<file path="src/hdl/ssd_pkg.sv">
// Shared constants, types and helpers of the SLIP stream deframer.
// Depends on nothing; used by every module of the block but the input register.
package ssd_pkg;

    localparam int LENGTH_WIDTH = 16;
    localparam int LEN_FIELD_W  = 16;
    localparam int LEN_EXT_W    = (LENGTH_WIDTH > LEN_FIELD_W) ? LENGTH_WIDTH : LEN_FIELD_W;

    localparam logic [7:0] SLIP_END     = 8'hC0;
    localparam logic [7:0] SLIP_ESC     = 8'hDB;
    localparam logic [7:0] SLIP_ESC_END = 8'hDC;
    localparam logic [7:0] SLIP_ESC_ESC = 8'hDD;

    localparam logic [1:0] KIND_DATA    = 2'd0;
    localparam logic [1:0] KIND_END     = 2'd1;
    localparam logic [1:0] KIND_BAD_ESC = 2'd2;
    localparam logic [1:0] KIND_ESC_END = 2'd3;

    typedef logic [LENGTH_WIDTH-1:0] t_count;

    typedef struct packed {
        logic [1:0]             kind;
        logic [7:0]             data_byte;
        logic [LEN_FIELD_W-1:0] frame_length;
    } t_result;

    // Clamp the internal count to the range of the reported length field.
    function automatic logic [LEN_FIELD_W-1:0] sat_length(input t_count count);
        logic [LEN_EXT_W-1:0] ext;
        ext = LEN_EXT_W'(count);
        if (ext > LEN_EXT_W'({LEN_FIELD_W{1'b1}})) begin
            return {LEN_FIELD_W{1'b1}};
        end
        return ext[LEN_FIELD_W-1:0];
    endfunction

endpackage

</file>
<file path="src/hdl/ssd_in_stage.sv">
// Input register of the SLIP deframer: captures one received byte per request.
// Depends on no other file, not even ssd_pkg; holds no shared types.
module ssd_in_stage (
    input  logic       i_clk,
    input  logic       i_rst_n,
    input  logic       i_valid,
    input  logic [7:0] i_byte,
    input  logic       i_advance,
    output logic       o_ready,
    output logic       o_valid,
    output logic [7:0] o_byte
);
    logic       r_valid;
    logic [7:0] r_byte;
    logic       n_valid;
    logic [7:0] n_byte;

    // The slot is free when empty or when its byte moves on this cycle.
    assign o_ready = !r_valid || i_advance;

    always_comb begin
        n_valid = r_valid;
        n_byte  = r_byte;
        if (o_ready) begin
            n_valid = i_valid;
            n_byte  = i_byte;
        end
    end

    always_ff @(posedge i_clk) begin
        if (!i_rst_n) begin
            r_valid <= 1'b0;
        end else begin
            r_valid <= n_valid;
        end
        r_byte <= n_byte;
    end

    assign o_valid = r_valid;
    assign o_byte  = r_byte;
endmodule

</file>
<file path="src/hdl/ssd_decode.sv">
// SLIP decode state machine: mode and decoded byte count, one byte per step.
// Depends on ssd_pkg for byte codes, result kinds and the result type.
module ssd_decode (
    input  logic             i_clk,
    input  logic             i_rst_n,
    input  logic             i_step,
    input  logic [7:0]       i_byte,
    output logic             o_res_valid,
    output ssd_pkg::t_result o_res
);
    import ssd_pkg::*;

    localparam logic [1:0] MODE_HUNT    = 2'd0;
    localparam logic [1:0] MODE_FRAME   = 2'd1;
    localparam logic [1:0] MODE_ESCAPE  = 2'd2;
    localparam logic [1:0] MODE_DISCARD = 2'd3;

    localparam t_count COUNT_MAX = {LENGTH_WIDTH{1'b1}};

    logic [1:0] r_mode;
    logic [1:0] n_mode;
    t_count     r_count;
    t_count     n_count;
    t_count     count_inc;

    assign count_inc = (r_count == COUNT_MAX) ? r_count : r_count + t_count'(1);

    always_comb begin
        n_mode      = r_mode;
        n_count     = r_count;
        o_res_valid = 1'b0;
        o_res       = '{kind: KIND_DATA, data_byte: 8'd0, frame_length: '0};
        case (r_mode)
            MODE_HUNT: begin
                if (i_byte == SLIP_END) begin
                    n_mode  = MODE_FRAME;
                    n_count = '0;
                end
            end
            MODE_FRAME: begin
                if (i_byte == SLIP_END) begin
                    // An END before any body byte is a doubled END: stay open.
                    if (r_count != '0) begin
                        n_mode             = MODE_HUNT;
                        n_count            = '0;
                        o_res_valid        = 1'b1;
                        o_res.kind         = KIND_END;
                        o_res.frame_length = sat_length(r_count);
                    end
                end else if (i_byte == SLIP_ESC) begin
                    n_mode = MODE_ESCAPE;
                end else begin
                    n_count         = count_inc;
                    o_res_valid     = 1'b1;
                    o_res.data_byte = i_byte;
                end
            end
            MODE_ESCAPE: begin
                if (i_byte == SLIP_ESC_END || i_byte == SLIP_ESC_ESC) begin
                    n_mode          = MODE_FRAME;
                    n_count         = count_inc;
                    o_res_valid     = 1'b1;
                    o_res.data_byte = (i_byte == SLIP_ESC_END) ? SLIP_END : SLIP_ESC;
                end else begin
                    n_count     = '0;
                    o_res_valid = 1'b1;
                    if (i_byte == SLIP_END) begin
                        n_mode     = MODE_HUNT;
                        o_res.kind = KIND_ESC_END;
                    end else begin
                        n_mode     = MODE_DISCARD;
                        o_res.kind = KIND_BAD_ESC;
                    end
                end
            end
            default: begin
                if (i_byte == SLIP_END) begin
                    n_mode = MODE_HUNT;
                end
            end
        endcase
    end

    always_ff @(posedge i_clk) begin
        if (!i_rst_n) begin
            r_mode  <= MODE_HUNT;
            r_count <= '0;
        end else if (i_step) begin
            r_mode  <= n_mode;
            r_count <= n_count;
        end
    end
endmodule

</file>
<file path="src/hdl/ssd_out_stage.sv">
// Result register of the SLIP deframer with its valid/ready handshake.
// Depends on ssd_pkg for the result type.
module ssd_out_stage (
    input  logic             i_clk,
    input  logic             i_rst_n,
    input  logic             i_load_valid,
    input  ssd_pkg::t_result i_load_res,
    input  logic             i_ready,
    output logic             o_advance,
    output logic             o_valid,
    output ssd_pkg::t_result o_res
);
    import ssd_pkg::*;

    logic    r_valid;
    t_result r_res;
    logic    n_valid;
    t_result n_res;

    // A new result may be written when the register is empty or drains now.
    assign o_advance = !r_valid || i_ready;

    always_comb begin
        n_valid = r_valid;
        n_res   = r_res;
        if (o_advance) begin
            n_valid = i_load_valid;
            n_res   = i_load_res;
        end
    end

    always_ff @(posedge i_clk) begin
        if (!i_rst_n) begin
            r_valid <= 1'b0;
        end else begin
            r_valid <= n_valid;
        end
        r_res <= n_res;
    end

    assign o_valid = r_valid;
    assign o_res   = r_res;
endmodule

</file>
<file path="src/hdl/slip_stream_deframer.sv">
// Top level of the SLIP stream deframer: input register, decoder, result register.
// Depends on ssd_pkg, ssd_in_stage, ssd_decode and ssd_out_stage.
//
//   channel   direction  handshake                  payload
//   rx        in         i_rx_valid / o_rx_ready    i_rx_byte
//   result    out        o_res_valid / i_res_ready  o_kind, o_data_byte, o_frame_length
//
// A received byte is captured in the input register at its accepting edge and is decoded
// into the result register once that register has room, where its result is offered.
// One byte is taken every cycle while results are drained; the result register is
// the only point of back-pressure, and it stalls the input register behind it.
// Reset is synchronous and active low; it returns the decoder to hunting for an
// opening END with a zero count and empties both registers.
module slip_stream_deframer (
    input  logic        i_clk,
    input  logic        i_rst_n,
    input  logic        i_rx_valid,
    output logic        o_rx_ready,
    input  logic [7:0]  i_rx_byte,
    output logic        o_res_valid,
    input  logic        i_res_ready,
    output logic [1:0]  o_kind,
    output logic [7:0]  o_data_byte,
    output logic [15:0] o_frame_length
);
    import ssd_pkg::*;

    logic       in_valid;
    logic [7:0] in_byte;
    logic       advance;
    logic       dec_valid;
    t_result    dec_res;
    t_result    out_res;

    // Input register: holds one received byte until the decoder consumes it.
    ssd_in_stage u_in (
        .i_clk     (i_clk),
        .i_rst_n   (i_rst_n),
        .i_valid   (i_rx_valid),
        .i_byte    (i_rx_byte),
        .i_advance (advance),
        .o_ready   (o_rx_ready),
        .o_valid   (in_valid),
        .o_byte    (in_byte)
    );

    // The decoder steps only when a byte is present and its result has room,
    // so a byte that yields no result still waits for a free result slot.
    ssd_decode u_dec (
        .i_clk       (i_clk),
        .i_rst_n     (i_rst_n),
        .i_step      (in_valid && advance),
        .i_byte      (in_byte),
        .o_res_valid (dec_valid),
        .o_res       (dec_res)
    );

    // Result register: a result waits here while the next byte is taken.
    ssd_out_stage u_out (
        .i_clk        (i_clk),
        .i_rst_n      (i_rst_n),
        .i_load_valid (in_valid && dec_valid),
        .i_load_res   (dec_res),
        .i_ready      (i_res_ready),
        .o_advance    (advance),
        .o_valid      (o_res_valid),
        .o_res        (out_res)
    );

    assign o_kind         = out_res.kind;
    assign o_data_byte    = out_res.data_byte;
    assign o_frame_length = out_res.frame_length;
endmodule

</file>
<file path="config.mk">
export PLATFORM = sky130hd
export DESIGN_NAME = slip_stream_deframer
export DESIGN_NICKNAME = d
export VERILOG_FILES = /design/src/hdl/ssd_pkg.sv /design/src/hdl/ssd_in_stage.sv /design/src/hdl/ssd_decode.sv /design/src/hdl/ssd_out_stage.sv /design/src/hdl/slip_stream_deframer.sv
export SDC_FILE = /design/constraint.sdc
export NUM_CORES = 1
export LEC_CHECK = 0
export BUFFER_PORTS_ARGS = -buffer_cell sky130_fd_sc_hd__buf_2
export CAP_MARGIN = 10
export CORE_AREA = 3 3 72 74
export CTS_CLUSTER_DIAMETER = 100
export CTS_CLUSTER_SIZE = 25
export DETAILED_ROUTE_END_ITERATION = 6
export DIE_AREA = 0 0 75 77
export PLACE_DENSITY = 0.83
export RECOVER_POWER = 100
export SLEW_MARGIN = 20
export SYNTH_ARGS = -nofsm -noshare
export SYNTH_HDL_FRONTEND = slang
export SYNTH_SLANG_ARGS = --single-unit
</file>
<file path="constraint.sdc">
create_clock -name i_clk -period 4.5 [get_ports i_clk]
set_input_delay 0.675 -clock i_clk [delete_from_list [all_inputs] [get_ports i_clk]]
set_output_delay 0.675 -clock i_clk [all_outputs]
set_load 0.01 [all_outputs]
</file>
==> results_dict.tcl <==
set metrics [dict create \
    status "finished, final reports clean" \
    clk_latency_ps 310 \
    cp-end-kind "flop" \
    grt_use_met2_pct 30.05 \
    placed_cell_area_um2 2935 \
    gp_congestion 0.9306 \
    maxSlewViolCount 0 \
    start_util_pct 58.31 \
    cts.path.max_buffers 2 \
    synth_edf_count 34 \
    post-place-ws_ps 1960 \
    finalClockSkew_ps 10.69 \
    fin_area_um2 2959 \
    ff2ff_path_depth 5 \
    setup_slack_ps 1905 \
    cts_made_buffers 5 \
    postCtsSetupBuffers 0 \
    synth_top_cell_by_area "edfxtp_1" \
    avgSynthCellArea_um2 10.74 \
    critPathMaxFanout 14 \
    drtPass1Iterations 5 \
    wire_per_inst_um 16.09 \
    drtAntennaViolNets 0 \
    clkSinkCount 54 \
    place_inst 337 \
    netlist.area_leader.share_pct 37.57 \
    vias_per_cell 6.258 \
    synth.most_common_cell "edfxtp_1" \
    ys_async_sr_fraction_pct 0 \
    r2r_end "u_dec.r_count[9]" \
    gr-usage-met1_pct 29.35 \
    grt_max_degree 30 \
    ys_warn_count 0 \
    cp.arrival_ps 2810 \
    synthFlopType "edfxtp_1" \
    path_delay_family "simple AND/OR/NAND/NOR gates" \
    root_buffer "clkbuf_8" \
    tightest_slew_ps 1147 \
    diodes 0 \
    critPathBufInv 0 \
    grt_pass1_wl_um 9294 \
    rows 25 \
    synthTopCellsByArea "edfxtp_1 38%, dfxtp_1 15%, nand2_1 3.7%, and2_1 3.7%, ha_1 2.8%" \
    cts_resized 0 \
    min_from "u_dec.r_mode[1]" \
    syn-num-nets 271 \
    required_ps 4710 \
    pwr_density_cell_nw_per_um2 285.3 \
    fin_setup_tns_ps 0 \
    drtIter0Drc 263 \
    drive_gt1_share_pct 11.00 \
    core_um2 4661 \
    rr_startpoint "u_in.o_byte[0]" \
    maxCapViolations 0 \
    path_cells "or4_1 > nor3_1 > a221o_1 > nor4_1 > o221a_2" \
    htreeDepth 2 \
    antenna_found_initial 0 \
    slew_headroom_pct 23.55 \
    worst_hold_path.endpoint "u_dec.r_mode[1]" \
    start_kind "flop" \
    grt_pass1_vias 1978 \
    numPortBuffers 39 \
    finalSetupViolations 0 \
    crit_type "reg -> reg" \
    synthCells 253 \
    die_y_um 77 \
    cts_tree "yes" \
    grt_usage_pct 20.53 \
    holdBufCountCts 0 \
    via_count 2159 \
    clk_pin_slew_ps 100 \
    dieArea_um2 5775 \
    ios 40 \
    peakVddDrop_uv 138.3 \
    gr-total-overflow 0 \
    syn_to_final_growth_pct 8.886 \
    die_w_um 75 \
    fmax_mhz 385.3 \
    routed_wl_um 5551 \
    drc 0 \
    min_path_cells 2 \
    syn_area_um2 2718 \
    dp_hpwl_um 3872 \
    finalHoldViolations 0 \
    ff2ff_setup_slack_ps 1900 \
    synth_cell_types 60 \
    ys_seq_area_share_pct 52.30 \
    hp-class "reg -> reg" \
    leakagePower_nw 1.042 \
    finalNonFillerCells 345 \
    max_stage_delay_ps 590 \
    worst_path_max_delay_cell "or4_1" \
    grt_most_used_layer "met2" \
    period_needed_ps 2595 \
    synth_common_cells "34 x edfxtp_1, 27 x nand2_1, 20 x dfxtp_1, 16 x and2_1, 16 x nor2_1" \
    nets 308 \
    period_share_pct 57.68 \
    rsz0062_at_grt "false" \
    use_met3_pct 3.539 \
    synth-seq-cells 54 \
]
-- state kept, by name (all words and copies together), names as in the netlist --
signal and flops:
u_in.o_valid 1, u_in.o_byte 8, u_out.o_res 26, u_dec.r_count 16
u_dec.r_mode 2, u_out.o_valid 1
-- layout make-up --
class / instances / area, um2
fillers: 388 / 1702
flip-flops and latches: 54 / 1421
multi-input cells: 176 / 1151
repair buffers: 40 / 166.4
clock buffers: 6 / 93.84
well taps: 54 / 67.56
inverters: 13 / 48.80
clock inverters: 2 / 10.01
-- metrics by stage --
step / util [%] / power, mW / hold WS, ps
3_3_place_gp: 62.98 / 0.5602 / 484.9
5_1_grt: 63.49 / 0.8729 / 522.0
6_report: 63.49 / 0.8441 / 518.1
2_1_floorplan: - / 0.5533 / 471.4
4_1_cts: 65.21 / 0.8522 / 527.1
3_5_place_dp: 62.98 / 0.5609 / 512.6
-- cells by family after synthesis --
group	synth area share [%]
and+or+nand+nor	25.97
DFF	52.30
AOI/OAI and AO/OA	14.50
buffers and inverters	3.729
adders and majority gates	2.762
muxes	0.7367
-- metal layers --
layer | routed length [um] | up-vias | part of all wire (%)
met5 | 0 | - | 0
met4 | 110 | 0 | 2.0
met3 | 387 | 14 | 7.0
met2 | 2496 | 108 | 45
met1 | 2556 | 995 | 46
li1 | - | 1042 | -
-- cell usage in the layout, fill, tap and decap left out, drive strengths merged, types with 2 or more instances in the layout --
| cell type | n |
|---|---|
| o32ai | 2 |
| nor4 | 9 |
| a21oi | 4 |
| edfxtp | 34 |
| nand4 | 7 |
| or4 | 6 |
| a31oi | 2 |
| mux2i | 2 |
| ha | 6 |
| o31a | 2 |
| o221a | 7 |
| clkinv | 2 |
| o31ai | 2 |
| nor3 | 9 |
| or3 | 4 |
| or3b | 3 |
| a21boi | 5 |
| buf | 11 |
| clkbuf | 35 |
| nand3 | 8 |
| and2 | 16 |
| nor2 | 16 |
| o22ai | 6 |
| a211oi | 7 |
| and3 | 4 |
| nand2 | 27 |
| o21ai | 2 |
| inv | 13 |
| dfxtp | 20 |
-- worst max path at each step --
stage	startpoint	slack [ps]	end	depth (start not counted)
floorplan	i_res_ready	2230	u_dec.r_count[13]	6
global placement	i_res_ready	2060	u_dec.r_count[11]	7
detailed placement	i_res_ready	1960	u_dec.r_count[11]	7
CTS	u_dec.r_count[0]	2140	u_dec.r_count[9]	7
global route	u_in.o_byte[0]	1650	u_dec.r_count[9]	5
finish	u_in.o_byte[0]	1900	u_dec.r_count[9]	5
-- report_power, final --
group / internal [mW] / switching (mW)
clock network: 0.142 / 0.155
logic: 0.00668 / 0.0106
registers: 0.525 / 0.00540
total: 0.673 / 0.171
-- tightest hold or removal path: cells and delay by family (launching register included) --
kind	cells	cell delay [ps]
simple gates	1	60
flops	1	350
mux	1	60
Power figures use the tool's default switching activity.
